--- src/rtl/lbs_pkg.sv ---
// Shared types, constants and helper functions for the LED blink speed controller.
// No dependencies; every other file of the block imports this package.
`default_nettype none

package lbs_pkg;

    localparam int LINE_MAX_DEF  = 64;
    localparam int TIME_BITS_DEF = 32;
    // Command queue depth between front and back; keep it a power of two.
    localparam int QUEUE_DEPTH   = 2;

    localparam int CFG_WIDTH = 16;

    localparam logic [CFG_WIDTH-1:0] SLOW_PERIOD_RST = 16'd1000;
    localparam logic [CFG_WIDTH-1:0] MID_PERIOD_RST  = 16'd500;
    localparam logic [CFG_WIDTH-1:0] FAST_PERIOD_RST = 16'd100;
    localparam logic [CFG_WIDTH-1:0] DEBOUNCE_RST    = 16'd20;

    localparam logic [7:0] CHAR_CR = 8'h0D;
    localparam logic [7:0] CHAR_LF = 8'h0A;

    localparam logic [1:0] MODE_TICK  = 2'd0;
    localparam logic [1:0] MODE_PRESS = 2'd1;
    localparam logic [1:0] MODE_BYTE  = 2'd2;

    localparam int NUM_SPEEDS = 3;

    typedef enum logic [1:0] {
        REG_SLOW_PERIOD = 2'd0,
        REG_MID_PERIOD  = 2'd1,
        REG_FAST_PERIOD = 2'd2,
        REG_DEBOUNCE    = 2'd3
    } cfg_reg_t;

    typedef enum logic [1:0] {
        SPEED_SLOW = 2'd0,
        SPEED_MID  = 2'd1,
        SPEED_FAST = 2'd2
    } speed_t;

    typedef enum logic [1:0] {
        CMD_TICK  = 2'd0,
        CMD_PRESS = 2'd1,
        CMD_BYTE  = 2'd2,
        CMD_NONE  = 2'd3
    } cmd_kind_t;

    typedef struct packed {
        logic [1:0] mode;
        logic [7:0] rx_byte;
    } lbs_in_t;

    typedef struct packed {
        logic       led_on;
        logic [1:0] speed_code;
        logic       led_toggled;
        logic       line_ended;
    } lbs_out_t;

    // Classified word handed from front to back.
    typedef struct packed {
        cmd_kind_t kind;
        logic      set_speed;
        speed_t    speed;
        logic      ended;
    } lbs_cmd_t;

    function automatic logic [2:0] word_len(input logic [1:0] k);
        logic [2:0] len;
        unique case (k)
            2'd0:    len = 3'd4;
            2'd1:    len = 3'd3;
            2'd2:    len = 3'd4;
            default: len = 3'd0;
        endcase
        return len;
    endfunction

    // Characters of "slow", "mid", "fast" in speed order.
    function automatic logic [7:0] word_char(input logic [1:0] k, input logic [1:0] idx);
        logic [7:0] ch;
        unique case ({k, idx})
            4'b00_00: ch = "s";
            4'b00_01: ch = "l";
            4'b00_10: ch = "o";
            4'b00_11: ch = "w";
            4'b01_00: ch = "m";
            4'b01_01: ch = "i";
            4'b01_10: ch = "d";
            4'b10_00: ch = "f";
            4'b10_01: ch = "a";
            4'b10_10: ch = "s";
            4'b10_11: ch = "t";
            default:  ch = 8'h00;
        endcase
        return ch;
    endfunction

    function automatic speed_t next_speed(input speed_t s);
        speed_t n;
        unique case (s)
            SPEED_SLOW: n = SPEED_MID;
            SPEED_MID:  n = SPEED_FAST;
            default:    n = SPEED_SLOW;
        endcase
        return n;
    endfunction

endpackage

`default_nettype wire

--- src/rtl/led_blink_speed_controller.sv ---
// LED blink speed controller, top level: front end, command queue, back end.
// A word goes into the queue; the back end retires it from there and registers its result.
// Throughput: one word per cycle, but a result held by out_ready low stalls the back end.
// Input stays ready while the two-entry queue has room, also while a result waits.
// Reset (rst_n, asynchronous, active low): LED off, slow speed, counts cleared,
// line empty, periods 1000/500/100 and debounce 20 ticks.
`default_nettype none

module led_blink_speed_controller
    import lbs_pkg::*;
#(
    parameter int LINE_MAX  = LINE_MAX_DEF,
    parameter int TIME_BITS = TIME_BITS_DEF
) (
    input  wire logic                 clk,
    input  wire logic                 rst_n,
    input  wire logic                 cfg_we,
    input  wire logic [1:0]           cfg_idx,
    input  wire logic [CFG_WIDTH-1:0] cfg_wdata,
    input  wire logic                 in_valid,
    output logic                      in_ready,
    input  wire lbs_in_t              in_data,
    output logic                      out_valid,
    input  wire logic                 out_ready,
    output lbs_out_t                  out_data
);

    logic     push_valid, push_ready;
    lbs_cmd_t push_cmd;
    logic     pop_valid, pop_ready;
    lbs_cmd_t pop_cmd;

    assign in_ready = push_ready;

    lbs_front #(
        .LINE_MAX (LINE_MAX)
    ) u_front (
        .clk        (clk),
        .rst_n      (rst_n),
        .in_valid   (in_valid),
        .in_data    (in_data),
        .push_ready (push_ready),
        .push_valid (push_valid),
        .push_cmd   (push_cmd)
    );

    lbs_queue u_queue (
        .clk        (clk),
        .rst_n      (rst_n),
        .push_valid (push_valid),
        .push_cmd   (push_cmd),
        .push_ready (push_ready),
        .pop_valid  (pop_valid),
        .pop_cmd    (pop_cmd),
        .pop_ready  (pop_ready)
    );

    lbs_back #(
        .TIME_BITS (TIME_BITS)
    ) u_back (
        .clk       (clk),
        .rst_n     (rst_n),
        .cfg_we    (cfg_we),
        .cfg_idx   (cfg_idx),
        .cfg_wdata (cfg_wdata),
        .cmd_valid (pop_valid),
        .cmd       (pop_cmd),
        .cmd_ready (pop_ready),
        .out_valid (out_valid),
        .out_data  (out_data),
        .out_ready (out_ready)
    );

endmodule

`default_nettype wire

--- src/rtl/lbs_front.sv ---
// Front end: classifies input words and tracks the serial command line.
// Depends on lbs_pkg.
`default_nettype none

module lbs_front
    import lbs_pkg::*;
#(
    parameter int LINE_MAX = LINE_MAX_DEF
) (
    input  wire logic     clk,
    input  wire logic     rst_n,
    input  wire logic     in_valid,
    input  wire lbs_in_t  in_data,
    input  wire logic     push_ready,
    output logic          push_valid,
    output lbs_cmd_t      push_cmd
);

    localparam int LW = $clog2(LINE_MAX + 1);

    logic [LW-1:0] line_len_reg, line_len_next;
    logic [2:0]    flags_reg, flags_next;
    logic          is_term;
    logic          take;

    assign take       = in_valid && push_ready;
    assign push_valid = in_valid;
    assign is_term    = (in_data.rx_byte == CHAR_CR) || (in_data.rx_byte == CHAR_LF);

    always_comb
    begin
        push_cmd.kind      = CMD_NONE;
        push_cmd.set_speed = 1'b0;
        push_cmd.speed     = SPEED_SLOW;
        push_cmd.ended     = 1'b0;
        line_len_next      = line_len_reg;
        flags_next         = flags_reg;

        unique case (in_data.mode)
            MODE_TICK:  push_cmd.kind = CMD_TICK;
            MODE_PRESS: push_cmd.kind = CMD_PRESS;
            MODE_BYTE:  push_cmd.kind = CMD_BYTE;
            default:    push_cmd.kind = CMD_NONE;
        endcase

        if (in_data.mode == MODE_BYTE) begin
            if (is_term) begin
                push_cmd.ended = 1'b1;
                // first word still alive with the right length wins
                priority if (flags_reg[0] && line_len_reg == LW'(word_len(2'd0)))
                begin
                    push_cmd.set_speed = 1'b1;
                    push_cmd.speed     = SPEED_SLOW;
                end
                else if (flags_reg[1] && line_len_reg == LW'(word_len(2'd1)))
                begin
                    push_cmd.set_speed = 1'b1;
                    push_cmd.speed     = SPEED_MID;
                end
                else if (flags_reg[2] && line_len_reg == LW'(word_len(2'd2)))
                begin
                    push_cmd.set_speed = 1'b1;
                    push_cmd.speed     = SPEED_FAST;
                end
                line_len_next = '0;
                flags_next    = 3'b111;
            end
            else if (line_len_reg >= LW'(LINE_MAX)) begin
                // saturate an overlong line; it matches nothing
                line_len_next = LW'(LINE_MAX);
                flags_next    = 3'b000;
            end
            else begin
                for (int k = 0; k < NUM_SPEEDS; k++) begin
                    if (line_len_reg >= LW'(word_len(2'(k))) ||
                        word_char(2'(k), line_len_reg[1:0]) != in_data.rx_byte)
                    begin
                        flags_next[k] = 1'b0;
                    end
                end
                line_len_next = line_len_reg + 1'b1;
            end
        end
    end

    always_ff @(posedge clk or negedge rst_n)
    begin
        if (!rst_n) begin
            line_len_reg <= '0;
            flags_reg    <= 3'b111;
        end
        else if (take) begin
            line_len_reg <= line_len_next;
            flags_reg    <= flags_next;
        end
    end

endmodule

`default_nettype wire

--- src/rtl/lbs_queue.sv ---
// Short command queue between the front end and the back end.
// Depends on lbs_pkg.
`default_nettype none

module lbs_queue
    import lbs_pkg::*;
(
    input  wire logic     clk,
    input  wire logic     rst_n,
    input  wire logic     push_valid,
    input  wire lbs_cmd_t push_cmd,
    output logic          push_ready,
    output logic          pop_valid,
    output lbs_cmd_t      pop_cmd,
    input  wire logic     pop_ready
);

    localparam int PW = $clog2(QUEUE_DEPTH);
    localparam int CW = $clog2(QUEUE_DEPTH + 1);

    lbs_cmd_t      slot_reg [QUEUE_DEPTH];
    logic [PW-1:0] wr_ptr_reg, rd_ptr_reg;
    logic [CW-1:0] count_reg;
    logic          push, pop;

    assign push_ready = count_reg != CW'(QUEUE_DEPTH);
    assign pop_valid  = count_reg != '0;
    assign pop_cmd    = slot_reg[rd_ptr_reg];
    assign push       = push_valid && push_ready;
    assign pop        = pop_valid && pop_ready;

    always_ff @(posedge clk or negedge rst_n)
    begin
        if (!rst_n) begin
            wr_ptr_reg <= '0;
            rd_ptr_reg <= '0;
            count_reg  <= '0;
        end
        else begin
            if (push) begin
                wr_ptr_reg <= wr_ptr_reg + 1'b1;
            end
            if (pop) begin
                rd_ptr_reg <= rd_ptr_reg + 1'b1;
            end
            if (push && !pop) begin
                count_reg <= count_reg + 1'b1;
            end
            else if (pop && !push) begin
                count_reg <= count_reg - 1'b1;
            end
        end
    end

    always_ff @(posedge clk)
    begin
        if (push) begin
            slot_reg[wr_ptr_reg] <= push_cmd;
        end
    end

endmodule

`default_nettype wire

--- src/rtl/lbs_back.sv ---
// Back end: time keeping, debounce, speed selection, LED toggle and result register.
// Holds the configuration registers. Depends on lbs_pkg.
`default_nettype none

module lbs_back
    import lbs_pkg::*;
#(
    parameter int TIME_BITS = TIME_BITS_DEF
) (
    input  wire logic                 clk,
    input  wire logic                 rst_n,
    input  wire logic                 cfg_we,
    input  wire logic [1:0]           cfg_idx,
    input  wire logic [CFG_WIDTH-1:0] cfg_wdata,
    input  wire logic                 cmd_valid,
    input  wire lbs_cmd_t             cmd,
    output logic                      cmd_ready,
    output logic                      out_valid,
    output lbs_out_t                  out_data,
    input  wire logic                 out_ready
);

    logic [CFG_WIDTH-1:0] slow_reg, mid_reg, fast_reg, debounce_reg;

    // elapsed ticks since the last toggle and since the last accepted press
    logic [TIME_BITS-1:0] since_toggle_reg, since_toggle_next, since_toggle_step;
    logic [TIME_BITS-1:0] since_press_reg, since_press_next;
    logic                 led_reg, led_next;
    speed_t               speed_reg, speed_next;
    logic [CFG_WIDTH-1:0] period;
    logic                 toggle;
    logic                 take;
    logic                 out_valid_reg;
    lbs_out_t             out_data_reg;

    assign cmd_ready = !out_valid_reg || out_ready;
    assign take      = cmd_valid && cmd_ready;
    assign out_valid = out_valid_reg;
    assign out_data  = out_data_reg;

    always_comb
    begin
        since_toggle_step = since_toggle_reg;
        since_press_next  = since_press_reg;
        speed_next        = speed_reg;

        unique case (cmd.kind)
            CMD_TICK:
            begin
                since_toggle_step = since_toggle_reg + 1'b1;
                since_press_next  = since_press_reg + 1'b1;
            end
            CMD_PRESS:
            begin
                // a press inside the lockout changes nothing
                if (since_press_reg >= TIME_BITS'(debounce_reg)) begin
                    since_toggle_step = '0;
                    since_press_next  = '0;
                    speed_next        = next_speed(speed_reg);
                end
            end
            CMD_BYTE:
            begin
                if (cmd.set_speed) begin
                    speed_next = cmd.speed;
                end
            end
            CMD_NONE:
            begin
            end
        endcase

        unique case (speed_next)
            SPEED_MID:  period = mid_reg;
            SPEED_FAST: period = fast_reg;
            default:    period = slow_reg;
        endcase

        toggle            = since_toggle_step >= TIME_BITS'(period);
        since_toggle_next = toggle ? '0 : since_toggle_step;
        led_next          = led_reg ^ toggle;
    end

    always_ff @(posedge clk or negedge rst_n)
    begin
        if (!rst_n) begin
            slow_reg     <= SLOW_PERIOD_RST;
            mid_reg      <= MID_PERIOD_RST;
            fast_reg     <= FAST_PERIOD_RST;
            debounce_reg <= DEBOUNCE_RST;
        end
        else if (cfg_we) begin
            unique case (cfg_reg_t'(cfg_idx))
                REG_SLOW_PERIOD: slow_reg     <= cfg_wdata;
                REG_MID_PERIOD:  mid_reg      <= cfg_wdata;
                REG_FAST_PERIOD: fast_reg     <= cfg_wdata;
                REG_DEBOUNCE:    debounce_reg <= cfg_wdata;
            endcase
        end
    end

    always_ff @(posedge clk or negedge rst_n)
    begin
        if (!rst_n) begin
            since_toggle_reg <= '0;
            since_press_reg  <= '0;
            led_reg          <= 1'b0;
            speed_reg        <= SPEED_SLOW;
            out_valid_reg    <= 1'b0;
        end
        else begin
            if (take) begin
                since_toggle_reg <= since_toggle_next;
                since_press_reg  <= since_press_next;
                led_reg          <= led_next;
                speed_reg        <= speed_next;
                out_valid_reg    <= 1'b1;
            end
            else if (out_ready) begin
                out_valid_reg <= 1'b0;
            end
        end
    end

    always_ff @(posedge clk)
    begin
        if (take) begin
            out_data_reg.led_on      <= led_next;
            out_data_reg.speed_code  <= speed_next;
            out_data_reg.led_toggled <= toggle;
            out_data_reg.line_ended  <= cmd.ended;
        end
    end

endmodule

`default_nettype wire

--- config.mk ---
export PLATFORM = sky130hd
export DESIGN_NAME = led_blink_speed_controller
export DESIGN_NICKNAME = d
export VERILOG_FILES = /design/src/rtl/lbs_pkg.sv /design/src/rtl/led_blink_speed_controller.sv /design/src/rtl/lbs_front.sv /design/src/rtl/lbs_queue.sv /design/src/rtl/lbs_back.sv
export SDC_FILE = /design/constraint.sdc
export NUM_CORES = 1
export LEC_CHECK = 0
export BUFFER_PORTS_ARGS = -buffer_cell sky130_fd_sc_hd__buf_2
export CAP_MARGIN = 0
export CORE_ASPECT_RATIO = 1.25
export CORE_UTILIZATION = 67
export CTS_CLUSTER_DIAMETER = 150
export DETAILED_ROUTE_END_ITERATION = 8
export HOLD_SLACK_MARGIN = 0.08
export PLACE_DENSITY = 0.86
export REMOVE_ABC_BUFFERS = 1
export SLEW_MARGIN = 15
export SYNTH_ARGS = -nofsm -noshare
export SYNTH_HDL_FRONTEND = slang
export SYNTH_SLANG_ARGS = --single-unit
--- constraint.sdc ---
create_clock -name clk -period 15.5 [get_ports clk]
set_input_delay 0.775 -clock clk [delete_from_list [all_inputs] [get_ports clk]]
set_output_delay 0.775 -clock clk [all_outputs]
set_load 0.02 [all_outputs]
==> run metrics <==
final hold vios=0; post-synth top area share=0.354; wire per inst=19.4 um; I/O Pins=40; critical setup path kind=reg2reg; Placed Cells=1040; Final #Nets=968; Post-synth EDFFs=17; yosys warns=0; outcome=finished, final reports clean; syn avg cell area=10.3 um^2; P_sw=562 uW; final WL=20.8 mm; sequential-to-total area share from yosys stat=0.471; commonest non-fill, non-tap cell in the layout=dfrtp_1; TritonCTS clock tree=done; critical path arrival=7060 ps; clock sink count=163; first-pass GRT wire length=34.1 mm; Switching Share=0.376; drt first pass iters=6; final design utilization=0.764; Worst Clk Skew=10.5 ps; Total Power=1.49 mW; Post-Synthesis Cell Area=8900 um^2; initial antenna violation count=0; main flop type after synthesis=dfrtp_1; post-CTS sizing=0; worst hold path type=in2async; most frequent cells in the layout=dfrtp_1, nor2_1, nand2_1, mux2_2, ha_1; Setup crit start kind=flop; core area=12800 um^2; DRT antenna net count=0; vias per cell=6.50; vias=6967; type of destination of the critical path=flop; Die W=105 um; final setup vio count=0; most frequent CP cell=ha_1; Final TNS setup=0 ps; Worst Path Max Fanout=32; peak supply drop=125 uV; cts hold-fix bufs=0; final setup margin=8630 ps; Area contributors post-synth=dfrtp_1, mux2_2, ha_1; Clk pwr share=0.285; Synth Instances=862; CP max stage delay=970 ps; gpl congestion=0.844; RSZ-0062 raised after global routing=false; count of input and output buffers=39; # DRC=0; Max Cap Viol=0; Pins Over Slew Limit=0; fill count=807; final cell count without fillers=1072; vias in the first global route=6985; clock slew at reported path FFs=70 ps; Placement Rows=46; crit path cell chain=ha_1, a211oi_1, nor2_1, a2111oi_0, o211ai_1, nor2_1, a21oi_1, o221ai_1, inv_1, ha_1, o21ai_0, ha_1, nand2b_1, a21oi_1, o21ai_0, o2111ai_1, a2111oi_0, a211o_1, or3_4, nor2_2, xnor2_1; share of layout cells above drive strength 1=0.199; dpl hpwl=14.3 mm; Final min period=6870 ps; Crit-path slowest cell=ha_1; Relative slew margins=0.267; total global-route track usage=0.321; asr flop ratio synth=0.896; total CTS buffers=17; Setup Buffers After CTS=0; CP required=15690 ps; Lkg Pwr=4.33 nW; Clock Latency Late Sink=440 ps; die area=13700 um^2; largest net degree at the start of global routing=92; Die H=131 um; post-synth cell types=68; Seq pwr share=0.382; combinational fraction of design power=0.333; Final Cycle Share=0.444; r2r setup slk=8630 ps; fmax=145 MHz; root buffer cell=clkbuf_16; Worst-Margin Slew=1100 ps; cell internal pwr=931 uW; most area-hungry cell type in the Yosys netlist=dfrtp_1; DR iter-0 viols=527; DP Worst Slack=9080 ps; Initial Utilization=0.693; Cell Pwr Density=152 nW/um^2; htree depth=4; gr ovfl total=0; synthesized flop and latch total=163; area delta synth->final=10.3%; clock buffer depth=2; ANT cells=0
cell families after synthesis:
kind of cell | Yosys count | share of synthesized area
mux | 70 | 0.0880
compound gates | 156 | 0.119
fa+ha+maj | 44 | 0.0619
xor+xnor | 56 | 0.0551
simple gates | 304 | 0.174
flops | 163 | 0.471
buf+inv | 69 | 0.0319
power by group through the flow:
stage          combinational, mW  sequential [mW]  clock [mW]
2_1_floorplan              0.325            0.566           0
3_3_place_gp               0.445            0.569           0
3_5_place_dp               0.474            0.575           0
4_1_cts                    0.491            0.568       0.428
5_1_grt                    0.544            0.578       0.444
6_report                   0.497            0.571       0.426
worst paths after layout:
path,start,end,depth (start not counted)
setup / recovery,u_back.since_press_reg[9]$_DFFE_PN0P_,u_back.out_data[4]$_DFFE_PP_,21
hold / removal,rst_n,u_back.since_press_reg[22]$_DFFE_PN0P_,1
setup reg to reg,u_back.since_press_reg[9]$_DFFE_PN0P_,u_back.out_data[4]$_DFFE_PP_,21
hold reg to reg,u_front.flags_reg[1]$_DFFE_PN1P_,u_front.flags_reg[1]$_DFFE_PN1P_,2
max in group asynchronous,rst_n,u_front.line_len_reg[2]$_DFFE_PN0P_,2
min in group clk,u_front.flags_reg[1]$_DFFE_PN1P_,u_front.flags_reg[1]$_DFFE_PN1P_,2
metal layers:
metal	wire (um)	vias to the layer above	GRT usage
met5	0	-	0
met4	614	0	0.160
met3	1230	64	0.0536
met2	10800	292	0.575
met1	8180	3430	0.377
li1	-	3181	-
cell type report:
cell class	instances	area [um^2]	area share
well taps	168	210	0.0214
inverters	35	131	0.0134
clock buffers	20	468	0.0477
clock inverters	12	130	0.0133
repair buffers	44	243	0.0247
multi-input cells	630	4440	0.452
flip-flops and latches	163	4190	0.427
Yosys cell counts, types with 5 or more instances:
cell type and instances:
nand2b_1 7, nand2_1 79, xnor2_1 18, nand3_1 26, a22oi_1 16, and3_1 15
dfrtp_1 126, nand4_1 22, a21oi_1 35, edfxtp_1 17, nand3b_1 5, o21ai_0 40
nor4_1 11, clkbuf_1 29, a32o_1 14, or3_1 8, nor3_1 5, nor2_1 81
mux2_2 66, xor2_1 38, and4_1 7, inv_1 35, ha_1 44, and2_1 16
dfstp_2 20, a211oi_1 6
stage by stage:
step	area, um^2	hold WS [ps]
floorplan	8740	458
global placement	9210	467
detailed placement	9210	482
CTS	9810	319
global route	9810	337
finish	9810	289
critical path: cells and delay by family, from the launching register on:
| family | cells | cell delay (ps) |
|---|---|---|
| AO/OA/AOI/OAI | 11 | 3750 |
| flip-flops | 1 | 430 |
| XOR/XNOR | 1 | 120 |
| buffers and inverters | 1 | 90 |
| adder cells (fa/ha/maj) | 3 | 1630 |
| AND/OR/NAND/NOR | 5 | 590 |
No activity file was read; power rests on OpenSTA's default activity.
